**src/sv/pocp_pkg.sv**
```systemverilog
// Package with shared types, constants and the filter coefficient table of the oximeter chain.
package pocp_pkg;

	localparam int RING_DEPTH_DEF  = 32;
	localparam int SAMPLE_BITS_DEF = 12;
	localparam int WORD_W          = 16;
	localparam int ACC_W           = 36;
	localparam int TAP_W           = 15;
	localparam int NUM_TAPS        = 12;
	localparam int CENTER_TAP      = 11;
	localparam int FIR_SPAN        = 22;
	localparam int PADDR_W         = 5;

	localparam logic [11:0] TARGET_HIGH_RST = 12'd3500;
	localparam logic [11:0] TARGET_LOW_RST  = 12'd3000;
	localparam logic [12:0] COARSE_HIGH_RST = 13'd4096;
	localparam logic [11:0] COARSE_LOW_RST  = 12'd2700;
	localparam logic [15:0] RISE_RST        = 16'd1000;
	localparam logic [15:0] FALL_RST        = 16'hFF38;
	localparam logic [7:0]  DEBOUNCE_RST    = 8'd120;
	localparam logic [3:0]  BEATS_RST       = 4'd3;
	localparam logic [11:0] OFFSET_RST      = 12'd2000;
	localparam logic [11:0] DRIVE_IR_RST    = 12'd1300;
	localparam logic [11:0] DRIVE_VIS_RST   = 12'd1450;
	localparam logic [11:0] OFFSET_MIN      = 12'd100;
	localparam logic [11:0] LEVEL_MAX       = 12'd4095;
	localparam logic [15:0] RAIL_LOW        = 16'd100;
	localparam int          DC_SHIFT        = 9;
	localparam int          FIR_SHIFT       = 15;
	localparam int          SQ_SHIFT        = 10;

	typedef enum logic [2:0] {
		REG_TARGET_HIGH = 3'd0,
		REG_TARGET_LOW  = 3'd1,
		REG_COARSE_HIGH = 3'd2,
		REG_COARSE_LOW  = 3'd3,
		REG_RISE        = 3'd4,
		REG_FALL        = 3'd5,
		REG_DEBOUNCE    = 3'd6,
		REG_BEATS       = 3'd7
	} reg_idx_t;

	typedef enum logic [6:0] {
		ST_IDLE = 7'b0000001,
		ST_FIR  = 7'b0000010,
		ST_DC   = 7'b0000100,
		ST_AC   = 7'b0001000,
		ST_SQ   = 7'b0010000,
		ST_UPD  = 7'b0100000,
		ST_OUT  = 7'b1000000
	} state_t;

	function automatic logic [TAP_W-1:0] tap_coef(input logic [3:0] k);
		logic [TAP_W-1:0] c;
		case (k)
			4'd0:    c = 15'd688;
			4'd1:    c = 15'd1283;
			4'd2:    c = 15'd2316;
			4'd3:    c = 15'd3709;
			4'd4:    c = 15'd5439;
			4'd5:    c = 15'd7431;
			4'd6:    c = 15'd9561;
			4'd7:    c = 15'd11666;
			4'd8:    c = 15'd13563;
			4'd9:    c = 15'd15074;
			4'd10:   c = 15'd16047;
			4'd11:   c = 15'd16384;
			default: c = 15'd0;
		endcase
		return c;
	endfunction

endpackage

```
**src/sv/pocp_in_if.sv**
```systemverilog
// Input channel interface: one photodiode sample word per handshake.
interface pocp_in_if #(
	parameter int SAMPLE_BITS = pocp_pkg::SAMPLE_BITS_DEF
);
	logic                   valid;
	logic                   ready;
	logic                   channel;
	logic [SAMPLE_BITS-1:0] first_stage_sample;
	logic [SAMPLE_BITS-1:0] second_stage_sample;

	modport source (output valid, output channel, output first_stage_sample,
		output second_stage_sample, input ready);
	modport sink (input valid, input channel, input first_stage_sample,
		input second_stage_sample, output ready);
endinterface

```
**src/sv/pocp_out_if.sv**
```systemverilog
// Result channel interface: one processed result word per handshake.
interface pocp_out_if;
	logic        valid;
	logic        ready;
	logic        channel_out;
	logic [11:0] led_level;
	logic [11:0] amp_offset;
	logic [15:0] ac_signal;
	logic        pulse_on;
	logic        edge_seen;
	logic        window_valid;
	logic [15:0] window_samples;
	logic [31:0] window_ir_energy;
	logic [31:0] window_vis_energy;

	modport source (output valid, output channel_out, output led_level, output amp_offset,
		output ac_signal, output pulse_on, output edge_seen, output window_valid,
		output window_samples, output window_ir_energy, output window_vis_energy,
		input ready);
	modport sink (input valid, input channel_out, input led_level, input amp_offset,
		input ac_signal, input pulse_on, input edge_seen, input window_valid,
		input window_samples, input window_ir_energy, input window_vis_energy,
		output ready);
endinterface

```
**src/sv/pocp_ring.sv**
```systemverilog
// Two-channel sample ring memory with one write port, two registered read ports and valid bits.
module pocp_ring #(
	parameter int RING_DEPTH = pocp_pkg::RING_DEPTH_DEF,
	localparam int AW = $clog2(RING_DEPTH) + 1
) (
	input  logic                      clk,
	input  logic                      arst_n,
	input  logic                      we,
	input  logic [AW-1:0]             waddr,
	input  logic [pocp_pkg::WORD_W-1:0] wdata,
	input  logic [AW-1:0]             raddr_a,
	input  logic [AW-1:0]             raddr_b,
	output logic [pocp_pkg::WORD_W-1:0] rdata_a,
	output logic [pocp_pkg::WORD_W-1:0] rdata_b
);
	localparam int N = 2 * RING_DEPTH;

	logic [pocp_pkg::WORD_W-1:0] mem_q [N];
	logic [N-1:0]                vld_q;
	logic [pocp_pkg::WORD_W-1:0] ra_q, rb_q;
	logic                        va_q, vb_q;

	always_ff @(posedge clk) begin
		if (we) begin
			mem_q[waddr] <= wdata;
		end
		ra_q <= mem_q[raddr_a];
		rb_q <= mem_q[raddr_b];
	end

	always_ff @(posedge clk or negedge arst_n) begin
		if (!arst_n) begin
			vld_q <= '0;
			va_q  <= 1'b0;
			vb_q  <= 1'b0;
		end else begin
			if (we) begin
				vld_q[waddr] <= 1'b1;
			end
			va_q <= vld_q[raddr_a];
			vb_q <= vld_q[raddr_b];
		end
	end

	// Entries never written since reset read as zero.
	assign rdata_a = va_q ? ra_q : '0;
	assign rdata_b = vb_q ? rb_q : '0;
endmodule

```
**src/sv/pulse_oximeter_channel_processor_top.sv**
```systemverilog
// Top level of the pulse oximeter channel processor with sequencer, datapath and registers.
// Each accepted sample word is processed by a small sequencer around one shared multiplier.
// The word is written into its channel's ring in the accept cycle. Twelve ring read steps then feed
// the symmetric 23-tap filter through the multiplier. The filter pass includes the read and
// product registers. The DC tracker, the AC subtraction, the square (on the same multiplier)
// and the state update then follow in that order. The result word is presented after the state
// update and is held until the sink takes it. The input is ready only while the sequencer is
// idle, so a new word is not accepted until the sink has taken the result of the last one.
// Configuration is through the APB port at byte address 4*i for register i. pready is always
// high, and reads return the register contents.
module pulse_oximeter_channel_processor_top #(
	parameter int RING_DEPTH  = pocp_pkg::RING_DEPTH_DEF,
	parameter int SAMPLE_BITS = pocp_pkg::SAMPLE_BITS_DEF
) (
	input  logic                          clk,
	input  logic                          arst_n,
	pocp_in_if.sink                       smp,
	pocp_out_if.source                    res,
	input  logic                          psel,
	input  logic                          penable,
	input  logic                          pwrite,
	input  logic [pocp_pkg::PADDR_W-1:0]  paddr,
	input  logic [31:0]                   pwdata,
	output logic [31:0]                   prdata,
	output logic                          pready
);
	localparam int PW = $clog2(RING_DEPTH);
	localparam int AW = PW + 1;
	localparam logic [SAMPLE_BITS-1:0] SAMPLE_MAX = {SAMPLE_BITS{1'b1}};

	// Configuration registers.
	logic [11:0]        target_high_q, target_low_q, coarse_low_q;
	logic [12:0]        coarse_high_q;
	logic signed [15:0] rise_q, fall_q;
	logic [7:0]         debounce_q;
	logic [3:0]         beats_q;

	assign pready = 1'b1;

	always_ff @(posedge clk or negedge arst_n) begin
		if (!arst_n) begin
			target_high_q <= pocp_pkg::TARGET_HIGH_RST;
			target_low_q  <= pocp_pkg::TARGET_LOW_RST;
			coarse_high_q <= pocp_pkg::COARSE_HIGH_RST;
			coarse_low_q  <= pocp_pkg::COARSE_LOW_RST;
			rise_q        <= pocp_pkg::RISE_RST;
			fall_q        <= pocp_pkg::FALL_RST;
			debounce_q    <= pocp_pkg::DEBOUNCE_RST;
			beats_q       <= pocp_pkg::BEATS_RST;
		end else if (psel && penable && pwrite) begin
			case (pocp_pkg::reg_idx_t'(paddr[4:2]))
				pocp_pkg::REG_TARGET_HIGH: target_high_q <= pwdata[11:0];
				pocp_pkg::REG_TARGET_LOW:  target_low_q  <= pwdata[11:0];
				pocp_pkg::REG_COARSE_HIGH: coarse_high_q <= pwdata[12:0];
				pocp_pkg::REG_COARSE_LOW:  coarse_low_q  <= pwdata[11:0];
				pocp_pkg::REG_RISE:        rise_q        <= pwdata[15:0];
				pocp_pkg::REG_FALL:        fall_q        <= pwdata[15:0];
				pocp_pkg::REG_DEBOUNCE:    debounce_q    <= pwdata[7:0];
				pocp_pkg::REG_BEATS:       beats_q       <= pwdata[3:0];
				default: ;
			endcase
		end
	end

	always_comb begin
		case (pocp_pkg::reg_idx_t'(paddr[4:2]))
			pocp_pkg::REG_TARGET_HIGH: prdata = {20'd0, target_high_q};
			pocp_pkg::REG_TARGET_LOW:  prdata = {20'd0, target_low_q};
			pocp_pkg::REG_COARSE_HIGH: prdata = {19'd0, coarse_high_q};
			pocp_pkg::REG_COARSE_LOW:  prdata = {20'd0, coarse_low_q};
			pocp_pkg::REG_RISE:        prdata = {16'd0, rise_q};
			pocp_pkg::REG_FALL:        prdata = {16'd0, fall_q};
			pocp_pkg::REG_DEBOUNCE:    prdata = {24'd0, debounce_q};
			pocp_pkg::REG_BEATS:       prdata = {28'd0, beats_q};
			default:                   prdata = '0;
		endcase
	end

	// Sequencer and per-item registers.
	pocp_pkg::state_t       state_q;
	logic                   ch_q;
	logic [SAMPLE_BITS-1:0] first_q, second_q;
	logic [PW-1:0]          p_q;
	logic [3:0]             cnt_q, k1_q;
	logic                   v1_q, v2_q;
	logic signed [31:0]     prod_q;
	logic signed [pocp_pkg::ACC_W-1:0] acc_q;
	logic signed [15:0]     filt_q, ac_q;
	logic [31:0]            dcn_q;

	// Per-channel and detector state.
	logic [PW-1:0]  pos_q [2];
	logic [31:0]    dc_q  [2];
	logic [11:0]    off_q [2];
	logic [11:0]    drv_q [2];
	logic [31:0]    en_q  [2];
	logic           pulse_q;
	logic [7:0]     deb_q;
	logic [3:0]     beat_q;
	logic [15:0]    scnt_q;
	logic [15:0]    win0_q;
	logic [31:0]    win1_q, win2_q;

	logic accept;
	assign smp.ready = (state_q == pocp_pkg::ST_IDLE);
	assign accept    = smp.valid && smp.ready;

	// Ring memory: written at accept, read twice per filter step.
	logic [AW-1:0]  raddr_a, raddr_b;
	logic [15:0]    rd_a, rd_b;

	assign raddr_a = {ch_q, p_q - PW'(cnt_q)};
	assign raddr_b = {ch_q, p_q - PW'(pocp_pkg::FIR_SPAN) + PW'(cnt_q)};

	pocp_ring #(.RING_DEPTH(RING_DEPTH)) u_ring (
		.clk     (clk),
		.arst_n  (arst_n),
		.we      (accept),
		.waddr   ({smp.channel, pos_q[smp.channel]}),
		.wdata   (16'(smp.second_stage_sample)),
		.raddr_a (raddr_a),
		.raddr_b (raddr_b),
		.rdata_a (rd_a),
		.rdata_b (rd_b)
	);

	// Filter pair sum wraps to 16 bits; the center tap stands alone.
	logic signed [15:0] pair;
	assign pair = (k1_q == 4'(pocp_pkg::CENTER_TAP)) ? $signed(rd_a) : $signed(rd_a + rd_b);

	// The shared multiplier takes tap products during the filter pass and the AC value
	// times itself in the square cycle.
	logic signed [15:0] mul_a, mul_b;
	always_comb begin
		if (state_q == pocp_pkg::ST_SQ) begin
			mul_a = ac_q;
			mul_b = ac_q;
		end else begin
			mul_a = pair;
			mul_b = $signed({1'b0, pocp_pkg::tap_coef(k1_q)});
		end
	end

	// DC tracker: cur + floor((filt*65536 - cur) / 512), kept to 32 bits.
	logic signed [15:0] filt_c;
	logic signed [48:0] diff_c;
	assign filt_c = acc_q[pocp_pkg::FIR_SHIFT +: 16];
	assign diff_c = {{17{filt_c[15]}}, filt_c, 16'd0} - {{17{dc_q[ch_q][31]}}, dc_q[ch_q]};

	// Update-cycle logic.
	logic [31:0]        en_new;
	logic [11:0]        off_new;
	logic signed [13:0] drv_ext, drv_tmp;
	logic [11:0]        drv_new;
	logic               edge_c, win_c, pulse_new;
	logic [7:0]         deb_new;
	logic [3:0]         beat_new, beat_inc;
	logic [15:0]        scnt_new, scnt_inc;
	logic [15:0]        first_ext, second_ext;

	always_comb begin
		first_ext  = 16'(first_q);
		second_ext = 16'(second_q);
		en_new     = en_q[ch_q] + {10'd0, prod_q[31:pocp_pkg::SQ_SHIFT]};

		// Offset nudge when the second stage sits at either rail.
		off_new = off_q[ch_q];
		if (second_q >= SAMPLE_MAX) begin
			if (off_q[ch_q] > pocp_pkg::OFFSET_MIN) begin
				off_new = off_q[ch_q] - 12'd1;
			end
		end else if (second_ext < pocp_pkg::RAIL_LOW) begin
			if (off_q[ch_q] < pocp_pkg::LEVEL_MAX) begin
				off_new = off_q[ch_q] + 12'd1;
			end
		end

		// LED drive with coarse and fine steps, clamped to the DAC range.
		drv_ext = $signed({2'b00, drv_q[ch_q]});
		drv_tmp = drv_ext;
		if (first_ext > 16'(target_high_q)) begin
			drv_tmp = drv_ext - (({3'd0, first_ext} >= {6'd0, coarse_high_q}) ? 14'sd5 : 14'sd1);
			if (drv_tmp < 14'sd0) begin
				drv_tmp = 14'sd0;
			end
		end else if (first_ext < 16'(target_low_q)) begin
			drv_tmp = drv_ext + ((first_ext < 16'(coarse_low_q)) ? 14'sd5 : 14'sd1);
			if (drv_tmp > 14'sd4095) begin
				drv_tmp = 14'sd4095;
			end
		end
		drv_new = drv_tmp[11:0];

		// Beat detector, infrared samples only.
		edge_c    = 1'b0;
		win_c     = 1'b0;
		pulse_new = pulse_q;
		deb_new   = deb_q;
		beat_new  = beat_q;
		beat_inc  = beat_q + 4'd1;
		scnt_inc  = scnt_q + 16'd1;
		scnt_new  = scnt_q;
		if (!ch_q) begin
			scnt_new = scnt_inc;
			if (deb_q < debounce_q) begin
				deb_new = deb_q + 8'd1;
			end else if (pulse_q) begin
				if (ac_q < fall_q) begin
					deb_new   = 8'd0;
					pulse_new = 1'b0;
					edge_c    = 1'b1;
				end
			end else if (ac_q > rise_q) begin
				deb_new   = 8'd0;
				pulse_new = 1'b1;
				edge_c    = 1'b1;
				beat_new  = beat_inc;
				if (beat_inc >= beats_q) begin
					win_c    = 1'b1;
					beat_new = 4'd0;
					scnt_new = 16'd0;
				end
			end
		end
	end

	always_ff @(posedge clk) begin
		if (accept) begin
			ch_q     <= smp.channel;
			first_q  <= smp.first_stage_sample;
			second_q <= smp.second_stage_sample;
			p_q      <= pos_q[smp.channel];
		end
		k1_q   <= cnt_q;
		prod_q <= 32'(mul_a * mul_b);
		if (accept) begin
			acc_q <= '0;
		end else if (v2_q) begin
			acc_q <= acc_q + pocp_pkg::ACC_W'(prod_q);
		end
		if (state_q == pocp_pkg::ST_DC) begin
			filt_q <= filt_c;
			dcn_q  <= dc_q[ch_q] + diff_c[pocp_pkg::DC_SHIFT +: 32];
		end
		if (state_q == pocp_pkg::ST_AC) begin
			ac_q <= filt_q - $signed(dcn_q[31:16]);
		end
		if (state_q == pocp_pkg::ST_UPD) begin
			res.channel_out  <= ch_q;
			res.led_level    <= drv_new;
			res.amp_offset   <= off_new;
			res.ac_signal    <= ac_q;
			res.pulse_on     <= pulse_new;
			res.edge_seen    <= edge_c;
			res.window_valid <= win_c;
			res.window_samples    <= win_c ? scnt_inc : win0_q;
			res.window_ir_energy  <= win_c ? (ch_q ? en_q[0] : en_new) : win1_q;
			res.window_vis_energy <= win_c ? (ch_q ? en_new : en_q[1]) : win2_q;
		end
	end

	always_ff @(posedge clk or negedge arst_n) begin
		if (!arst_n) begin
			state_q  <= pocp_pkg::ST_IDLE;
			cnt_q    <= 4'd0;
			v1_q     <= 1'b0;
			v2_q     <= 1'b0;
			pos_q[0] <= '0;
			pos_q[1] <= '0;
			dc_q[0]  <= '0;
			dc_q[1]  <= '0;
			off_q[0] <= pocp_pkg::OFFSET_RST;
			off_q[1] <= pocp_pkg::OFFSET_RST;
			drv_q[0] <= pocp_pkg::DRIVE_IR_RST;
			drv_q[1] <= pocp_pkg::DRIVE_VIS_RST;
			en_q[0]  <= '0;
			en_q[1]  <= '0;
			pulse_q  <= 1'b0;
			deb_q    <= '0;
			beat_q   <= '0;
			scnt_q   <= '0;
			win0_q   <= '0;
			win1_q   <= '0;
			win2_q   <= '0;
			res.valid <= 1'b0;
		end else begin
			v1_q <= (state_q == pocp_pkg::ST_FIR) && (cnt_q <= 4'(pocp_pkg::CENTER_TAP));
			v2_q <= v1_q;
			case (state_q)
				pocp_pkg::ST_IDLE: begin
					cnt_q <= 4'd0;
					if (accept) begin
						pos_q[smp.channel] <= pos_q[smp.channel] + PW'(1);
						state_q <= pocp_pkg::ST_FIR;
					end
				end
				pocp_pkg::ST_FIR: begin
					// Reads for twelve taps, then the read and product registers drain.
					cnt_q <= cnt_q + 4'd1;
					if (cnt_q == 4'(pocp_pkg::NUM_TAPS + 1)) begin
						state_q <= pocp_pkg::ST_DC;
					end
				end
				pocp_pkg::ST_DC: begin
					state_q <= pocp_pkg::ST_AC;
				end
				pocp_pkg::ST_AC: begin
					dc_q[ch_q] <= dcn_q;
					state_q    <= pocp_pkg::ST_SQ;
				end
				pocp_pkg::ST_SQ: begin
					state_q <= pocp_pkg::ST_UPD;
				end
				pocp_pkg::ST_UPD: begin
					off_q[ch_q] <= off_new;
					drv_q[ch_q] <= drv_new;
					pulse_q     <= pulse_new;
					deb_q       <= deb_new;
					beat_q      <= beat_new;
					scnt_q      <= scnt_new;
					if (win_c) begin
						// A new window takes both energies and restarts the sums.
						win0_q  <= scnt_inc;
						win1_q  <= ch_q ? en_q[0] : en_new;
						win2_q  <= ch_q ? en_new : en_q[1];
						en_q[0] <= '0;
						en_q[1] <= '0;
					end else begin
						en_q[ch_q] <= en_new;
					end
					res.valid <= 1'b1;
					state_q   <= pocp_pkg::ST_OUT;
				end
				pocp_pkg::ST_OUT: begin
					if (res.ready) begin
						res.valid <= 1'b0;
						state_q   <= pocp_pkg::ST_IDLE;
					end
				end
				default: begin
					state_q <= pocp_pkg::ST_IDLE;
				end
			endcase
		end
	end
endmodule
```
**src/flat_wrapper.sv**
```systemverilog
// flat-port wrapper written by rule: the top's interface ports become plain ports
module pulse_oximeter_channel_processor_top_flat 
#(
	parameter int RING_DEPTH  = pocp_pkg::RING_DEPTH_DEF,
	parameter int SAMPLE_BITS = pocp_pkg::SAMPLE_BITS_DEF
)
  (clk, arst_n, psel, penable, pwrite, paddr, pwdata, prdata, pready, smp_valid, smp_channel, smp_first_stage_sample, smp_second_stage_sample, smp_ready, res_valid, res_channel_out, res_led_level, res_amp_offset, res_ac_signal, res_pulse_on, res_edge_seen, res_window_valid, res_window_samples, res_window_ir_energy, res_window_vis_energy, res_ready);
  pocp_in_if #(.SAMPLE_BITS(SAMPLE_BITS)) smp_i ();
  pocp_out_if res_i ();
  input  logic clk;
  input  logic arst_n;
  input  logic psel;
  input  logic penable;
  input  logic pwrite;
  input  logic [pocp_pkg::PADDR_W-1:0] paddr;
  input  logic [31:0] pwdata;
  output logic [31:0] prdata;
  output logic pready;
  input wire logic [$bits(smp_i.valid)-1:0] smp_valid;
  input wire logic [$bits(smp_i.channel)-1:0] smp_channel;
  input wire logic [$bits(smp_i.first_stage_sample)-1:0] smp_first_stage_sample;
  input wire logic [$bits(smp_i.second_stage_sample)-1:0] smp_second_stage_sample;
  output wire logic [$bits(smp_i.ready)-1:0] smp_ready;
  output wire logic [$bits(res_i.valid)-1:0] res_valid;
  output wire logic [$bits(res_i.channel_out)-1:0] res_channel_out;
  output wire logic [$bits(res_i.led_level)-1:0] res_led_level;
  output wire logic [$bits(res_i.amp_offset)-1:0] res_amp_offset;
  output wire logic [$bits(res_i.ac_signal)-1:0] res_ac_signal;
  output wire logic [$bits(res_i.pulse_on)-1:0] res_pulse_on;
  output wire logic [$bits(res_i.edge_seen)-1:0] res_edge_seen;
  output wire logic [$bits(res_i.window_valid)-1:0] res_window_valid;
  output wire logic [$bits(res_i.window_samples)-1:0] res_window_samples;
  output wire logic [$bits(res_i.window_ir_energy)-1:0] res_window_ir_energy;
  output wire logic [$bits(res_i.window_vis_energy)-1:0] res_window_vis_energy;
  input wire logic [$bits(res_i.ready)-1:0] res_ready;
  assign smp_i.valid = smp_valid;
  assign smp_i.channel = smp_channel;
  assign smp_i.first_stage_sample = smp_first_stage_sample;
  assign smp_i.second_stage_sample = smp_second_stage_sample;
  assign smp_ready = smp_i.ready;
  assign res_valid = res_i.valid;
  assign res_channel_out = res_i.channel_out;
  assign res_led_level = res_i.led_level;
  assign res_amp_offset = res_i.amp_offset;
  assign res_ac_signal = res_i.ac_signal;
  assign res_pulse_on = res_i.pulse_on;
  assign res_edge_seen = res_i.edge_seen;
  assign res_window_valid = res_i.window_valid;
  assign res_window_samples = res_i.window_samples;
  assign res_window_ir_energy = res_i.window_ir_energy;
  assign res_window_vis_energy = res_i.window_vis_energy;
  assign res_i.ready = res_ready;
  pulse_oximeter_channel_processor_top #(.RING_DEPTH(RING_DEPTH), .SAMPLE_BITS(SAMPLE_BITS)) u_core (.clk(clk), .arst_n(arst_n), .smp(smp_i), .res(res_i), .psel(psel), .penable(penable), .pwrite(pwrite), .paddr(paddr), .pwdata(pwdata), .prdata(prdata), .pready(pready));
endmodule
```
**config.mk**
```make
export PLATFORM = sky130hd
export DESIGN_NAME = pulse_oximeter_channel_processor_top_flat
export DESIGN_NICKNAME = d
export VERILOG_FILES = /design/src/sv/pocp_pkg.sv /design/src/sv/pocp_in_if.sv /design/src/sv/pocp_out_if.sv /design/src/sv/pocp_ring.sv /design/src/sv/pulse_oximeter_channel_processor_top.sv /design/src/flat_wrapper.sv
export SDC_FILE = /design/constraint.sdc
export NUM_CORES = 2
export LEC_CHECK = 0
export BUFFER_PORTS_ARGS = -buffer_cell sky130_fd_sc_hd__buf_2
export CAP_MARGIN = 20
export CELL_PAD_IN_SITES_DETAIL_PLACEMENT = 1
export CELL_PAD_IN_SITES_GLOBAL_PLACEMENT = 2
export CORE_ASPECT_RATIO = 0.9
export CORE_MARGIN = 2
export CORE_UTILIZATION = 45
export CTS_CLUSTER_DIAMETER = 200
export DETAILED_ROUTE_END_ITERATION = 6
export PLACE_DENSITY_LB_ADDON = 0.1
export SLEW_MARGIN = 20
export SYNTH_ARGS = -nofsm -noshare
export SYNTH_HDL_FRONTEND = slang
export SYNTH_SLANG_ARGS = --single-unit
```
**constraint.sdc**
```tcl
create_clock -name clk -period 9.1 [get_ports clk]
set_clock_uncertainty 0.15 [all_clocks]
set_input_delay 0.455 -clock clk [delete_from_list [all_inputs] [get_ports clk]]
set_output_delay 0.455 -clock clk [all_outputs]
set_load 0.01 [all_outputs]
```
=== Word-level counts from Yosys, hierarchy flattened ===
Memory sizes are Yosys's and may differ from the RTL's. A register that Yosys moved wholly into a read port is not among the register bits.
Cells that the tools add are included.

* Bits in registers: 790
* Word-level logic and storage cells: 235
* Memory bits (read-only): 240
* Memory bits (writable): 768
* Memories kept: 2

{| class="wikitable"
|+ Memory list
! memory !! words !! bits a word !! rd ports !! clocked after Yosys merged registers in !! write ports !! line !! source
|-
| u_core.u_ring.mem_q || 64 || 12 || 2 || 2 || 1 || pocp_ring.sv:18 || <nowiki>logic [pocp_pkg::WORD_W-1:0] mem_q [N];</nowiki>
|-
| (name not given) || 16 || 15 || 1 || 1 || 0 || pocp_pkg.sv:55 || <nowiki>case (k)</nowiki>
|}

* Eq/ne operators: 20
* Mux-type cells: 84
* Multipliers: 1
* Bitwise gates (word level): 6
* Add/subtract/negate cells: 18
* Reductions and logical operators: 26
* Order comparisons: 23

{| class="wikitable"
|+ Operators by type and width
! cell !! count
|-
| 32-bit two-way mux || 11
|-
| 32-bit case mux with 8 select lines || 1
|-
| 12-bit two-way mux || 15
|-
| 16-bit two-way mux || 10
|-
| 64-bit bitwise mux || 2
|-
| 64-bit two-way mux || 1
|-
| 64-bit bitwise OR || 1
|-
| 7-bit case mux with 7 select lines || 1
|-
| 24-bit bitwise mux || 2
|-
| 36-bit by 32-bit adder with 36-bit output || 1
|-
| 32-bit by 32-bit subtractor with 33-bit output || 1
|-
| 32-bit by 22-bit adder with 32-bit output || 1
|-
| 32-bit adder || 1
|-
| 32-bit demux with 1-bit select || 1
|-
| 16-bit by 16-bit multiplier with 32-bit output || 1
|-
| 8-bit two-way mux || 4
|-
| 12-bit less-than comparator || 2
|-
| 2-bit AND reduction || 11
|-
| 6-bit by 7-bit less-than comparator with 1-bit output (second input constant) || 3
|-
| 7-bit two-way mux || 3
|-
| 5-bit two-way mux || 4
|-
| 1-bit two-way mux || 18
|-
| 16-bit by 1-bit adder with 16-bit output (second input constant) || 1
|-
| 16-bit adder || 1
|-
| 59 further kinds || 81
|}

=== Longest topological paths before layout ===
* Depth in word-level cells: 10
* Gate-level depth with buffers: 38
* Depth with buffers taken out: 37

=== Modules after synthesis ===
A second synthesis with hierarchy kept.

* Cells, all modules: 7,432
* Area, all modules: 99,492.9 um^2

{| class="wikitable"
|+ By module, submodules not included
! module !! sequential area each (um^2) !! cells an instance !! times used !! area an instance (um^2)
|-
| pocp_ring || 33,041.7 || 2,581 || 1 || 51,336.7
|-
| pulse_oximeter_channel_processor_top || 18,330.1 || 4,851 || 1 || 48,156.2
|}

=== Least setup slack after synthesis ===
Ideal clock, no wire load.

* Kind: register -> register
* From: reg u_core.u_ring.va_q
* To: reg u_core.prod_q[31]
* Buffers on the path: 2
* Cell stages (with the launch flop): 39
* Arrival: 8.074 ns
* Period minus slack after synthesis: 8.296 ns
* Slack: 0.804 ns
* Cell sequence: dfrtp_1 -> clkbuf_1 -> and2_1 -> ha_1 -> inv_1 -> fa_1 -> nor2b_1 -> o21ai_0 -> a21boi_1 -> o21ai_0 -> a21boi_1 -> o21a_1 -> o211ai_1 -> a311oi_1 -> a211o_1 -> buf_2 -> nand3_1 -> fa_1 -> [... 3 more ...] -> inv_1 -> fa_1 -> inv_1 -> fa_1 -> inv_1 -> fa_1 -> inv_1 -> ha_1 -> and3_1 -> a221oi_1 -> nor2_1 -> a211o_1 -> a41oi_1 -> a21oi_1 -> nand4_1 -> nand4b_1 -> a21oi_1 -> xnor2_1

* Word-level cells in the longest chain between the ends: 5

{| class="wikitable"
|+ Ends and longest elaborated chain
! what !! line !! source
|-
| start: declaration || pocp_ring.sv:21 || <nowiki>logic va_q, vb_q;</nowiki>
|-
| start signal: assignment || pocp_ring.sv:40 || <nowiki>va_q <= vld_q[raddr_a];</nowiki>
|-
| 16-bit two-way mux * || pocp_ring.sv:46 || <nowiki>assign rdata_a = va_q ? ra_q : '0;</nowiki>
|-
| 16-bit adder || pulse_oximeter_channel_processor_top.sv:129 || <nowiki>assign pair = (k1_q == 4'(pocp_pkg::CENTER_TAP)) ? $signed(rd_a) : $signed(rd_a + rd_b);</nowiki>
|-
| 16-bit two-way mux * || pulse_oximeter_channel_processor_top.sv:129 ||
|-
| 16-bit two-way mux * || pulse_oximeter_channel_processor_top.sv:135 || <nowiki>if (state_q == pocp_pkg::ST_SQ) begin</nowiki>
|-
| 16-bit by 16-bit multiplier with 32-bit output * || pulse_oximeter_channel_processor_top.sv:235 || <nowiki>prod_q <= 32'(mul_a * mul_b);</nowiki>
|-
| end signal: assignment || pulse_oximeter_channel_processor_top.sv:235 ||
|-
| end: declaration || pulse_oximeter_channel_processor_top.sv:86 || <nowiki>logic signed [31:0] prod_q;</nowiki>
|}

Mark *: on every way between the ends. The rest lies on a longest branch, timed or not.
A chain may end at the register's enable or synchronous reset.

=== Final worst setup path ===
Same ends and word-level chain as after synthesis.

==> reports/qor.yml <==
timing.final.crit_share: 0.948
met1Wirelength_mm: 120
critical-path-max-stage-delay_ns: 0.59
wl_mm: 264
finalCriticalPeriod_ns: 8.63
worst_path_max_delay_cell: "fa_1"
grt_remaining_overflow: 0
cts.clk_slew.worst_paths_ns: 0.06
power-per-cell-area_nw_per_um2: 312
cp-end-kind: "flop"
worstSkewPairLatency_ns: 0.84
detailedRoute.firstPassIterationCount: 6
n_fill_cell: 19087
placement.io_buffers: 192
crit_type: "flop to flop"
chipHeight_um: 421
setup.worst_path.start_class: "flop"
syn_avg_cell_area_sq_um: 13.2
grt_pass1_wl_mm: 396
floorplan.die_area_sq_um: 196000
startpoint: "u_core.u_ring.va_q$_DFF_PN0_"
grt_start_max_net_pins: 149
htree_num_levels: 4
top_signal_layer_used: "met5"
antenna_found_initial: 17
hold_violations: 0
dp.final_hpwl_mm: 184
route.vias.total: 56417
hold_start: "smp_second_stage_sample[8]"
cts.root.buffer_cell: "clkbuf_16"
achievable-frequency_ghz: 0.116
finalNetCount: 7520
synth_edf_count: 986
dr_iter_0_viols: 4851
final.hold.worst_slack_ns: 0.0319
critical_path_arrival_ns: 9.18
number_of_remaining_drc_errors: 0
max_slew_margin: 0.222
placedCellCount: 9186
synth_async_sr_flop_share: 0.300
ys_seq_elements: 1560
final.setup.worst_slack_ns: 0.473
area_delta_synth_final_pct: 12.3
vias_in_the_first_global_route: 59658
timing_worst_slew_pin_value_ns: 1.16
clock_tree.buffer_depth: 3
worst_ir_drop_vdd_mv: 0.352
place.gp.congestion: 0.898
max-cap-violations: 0
r2r-start: "u_core.u_ring.va_q$_DFF_PN0_"
ant_nets: 0
setup_tns_ns: 0
worst_hold_path_type: "input pin to flop"
floorplan.io_pins: 228
post_synth_instance_area_sq_um: 86800
numClockSinks: 1560
preCtsSetupSlack_ns: 0.00592
floorplan.die.width_um: 467
wl_met2_mm: 118
initial_core_utilization: 0.454
critPathMaxFanout: 11
ys_warn_count: 0
design_area_final_sq_um: 97500
core.rowCount: 152
wl_per_cell_um: 27.7
synth.distinct_cells: 111
leakagePower_nw: 39.2
finalSetupViolCount: 0
routed_via_count_divided_by_cell_count: 5.91
tritoncts: "done"
worstPathRequired_ns: 9.65
all_layer_global_routing_usage: 0.272
critPathMostFrequentCell: "fa_1"
timing.final.max_slew_violations: 0
outcome: "finished clean"
cts_made_buffers: 171
syn_inst: 6584
place_area_sq_um: 91100
met3_wire_len_mm: 21.1
primary_flip_flop_cell_chosen_by_synthesis_mapping: "edfxtp_1"
placeableCoreArea_sq_um: 191000
drive_above_1_share: 0.228
final_cells: 9551
synth.yosys.seq_area_share: 0.501
-- path summary, 6_finish.rpt --
path / slack [ns] / end / cells after the start
max: 0.47 / u_core.prod_q[31]$_DFF_P_ / 34
max in group asynchronous: 6.66 / u_core.off_q[1]$_DFFE_PN0P_ / 4
min reg2reg: 0.22 / u_core.v2_q$_DFF_PN0_ / 0
min: 0.03 / u_core.u_ring.mem_q[39][8]$_DFFE_PP_ / 1
max reg2reg: 0.47 / u_core.prod_q[31]$_DFF_P_ / 34
min in group asynchronous: 0.05 / u_core.u_ring.vld_q[11]$_DFFE_PN0P_ / 2
-- report_power, final --
| group | switching [mW] | internal (mW) | total, mW | leakage, nW |
|---|---|---|---|---|
| clock | 3.04 | 4.20 | 7.24 | 2.86 |
| combinational | 8.10 | 6.22 | 14.3 | 20.6 |
| sequential | 0.470 | 8.43 | 8.90 | 15.7 |
-- critical path: cells and delay by family (launching register included) --
family	cells	cell delay (ns)
AOI/OAI and AO/OA	15	3.03
adders and majority gates	8	3.73
xor gates and xnor gates	2	0.20
buffers and inverters	5	0.52
DFF	1	0.37
and+or+nand+nor	4	0.46
-- area by class of cell --
cell class | instances | area, sq um | share of cell area
Inverter | 521 | 1960 | 0.0201
Tap cell | 2541 | 3180 | 0.0326
Antenna cell | 5 | 12.5 | 0.000128
Timing Repair Buffer | 390 | 2680 | 0.0275
Clock buffer | 241 | 4780 | 0.0491
Multi-Input combinational cell | 4210 | 40300 | 0.413
Clock inverter | 83 | 1100 | 0.0113
Sequential cell | 1560 | 43500 | 0.446
-- cell usage after synthesis, drive strengths merged (10+ instances only) --
cell type,count,area share
mux2i,104,0.012
mux4,551,0.14
o31ai,23,0.0023
nand3,79,0.0047
clkbuf,187,0.0081
mux2,158,0.021
o22ai,12,0.00086
and2,40,0.0029
nand4,24,0.0018
dfrtp,402,0.12
xnor2,129,0.013
nand3b,14,0.0012
nor2b,38,0.0028
fa,269,0.062
o21a,37,0.0032
ha,328,0.047
a21boi,14,0.0012
nor2,436,0.019
buf,121,0.0087
inv,520,0.022
dfstp,66,0.020
nor3,73,0.0047
and3,61,0.0045
a21o,101,0.0087
dfxtp,106,0.024
a21oi,224,0.013
xor2,64,0.0065
nand2b,39,0.0028
a211o,12,0.0012
a31oi,28,0.0024
a211oi,25,0.0023
a22o,29,0.0029
nand2,721,0.031
or3,17,0.0012
nor4,10,0.00079
or2,72,0.0052
o211ai,12,0.0010
a221oi,11,0.0013
o21ai,320,0.018
edfxtp,986,0.34
o21bai,19,0.0016
-- routing by layer --
layer,vias up,GRT usage
met5,-,0
met4,4,0.0578
met3,315,0.0651
met2,1737,0.408
met1,29755,0.402
li1,24606,-
-- cells in the final DEF, fill, tap and decap left out, types with 37 or more instances in the layout --
cell type | Yosys | routed
nor2_1 | 434 | 405
nand2_1 | 720 | 718
xnor2_1 | 128 | 126
nand2b_1 | 39 | 38
xor2_1 | 64 | 62
fa_1 | 269 | 267
nand3_1 | 76 | 76
o21ai_1 | 42 | 43
buf_4 | 20 | 163
ha_1 | 328 | 326
inv_1 | 515 | 513
dfrtp_1 | 402 | 401
nor3_1 | 66 | 61
and3_1 | 60 | 60
mux2_2 | 157 | 157
o21ai_0 | 277 | 272
or2_2 | 71 | 71
mux2i_1 | 99 | 99
a21oi_1 | 219 | 218
edfxtp_1 | 986 | 986
mux4_2 | 551 | 551
clkbuf_16 | 0 | 173
and2_1 | 39 | 37
dfxtp_1 | 106 | 106
buf_2 | 61 | 183
clkbuf_1 | 186 | 48
a21o_1 | 100 | 100
dfstp_2 | 66 | 66
-- per-stage QoR --
step | total power, mW | utilization
2_1_floorplan | 18.7 | -
3_3_place_gp | 22.9 | 0.477
3_5_place_dp | 23.2 | 0.477
4_1_cts | 30.6 | 0.509
5_1_grt | 32.1 | 0.510
6_report | 30.5 | 0.510
-- kinds of logic after synthesis --
| kind of cell | after synthesis | share of synthesized area |
|---|---|---|
| buffers and inverters | 829 | 0.0393 |
| other | 2 | 0.0000865 |
| adders and majority gates | 597 | 0.109 |
| and+or+nand+nor | 1646 | 0.0849 |
| AOI/OAI and AO/OA | 944 | 0.0696 |
| muxes | 813 | 0.176 |
| DFF | 1560 | 0.501 |
| xor gates and xnor gates | 193 | 0.0196 |
-- registers in the layout (all words and copies together), names as in the netlist, 13 cells and up, named ones only --
register                      cells
u_core.win2_q                    32
u_core.en_q                      64
u_core.u_ring.vld_q              64
u_core.res.window_ir_energy      32
u_core.drv_q                     24
u_core.dc_q                      64
u_core.scnt_q                    16
u_core.win0_q                    16
u_core.ac_q                      16
u_core.res.window_vis_energy     32
u_core.coarse_high_q             13
u_core.fall_q                    16
u_core.prod_q                    32
u_core.filt_q                    16
u_core.dcn_q                     32
u_core.rise_q                    16
u_core.res.window_samples        16
u_core.acc_q                     31
u_core.u_ring.mem_q             768
u_core.res.ac_signal             16
u_core.off_q                     24
u_core.win1_q                    32
-- timing repair --
item                                   CTS  global route
pin swaps                                0            10
hold buffers                            32             0
gates resized for setup                  1            19
setup endpoints to repair                2            12
endpoints found under the hold margin  186             0
buffers inserted                         0             3
(Power assumes the default switching activity.)
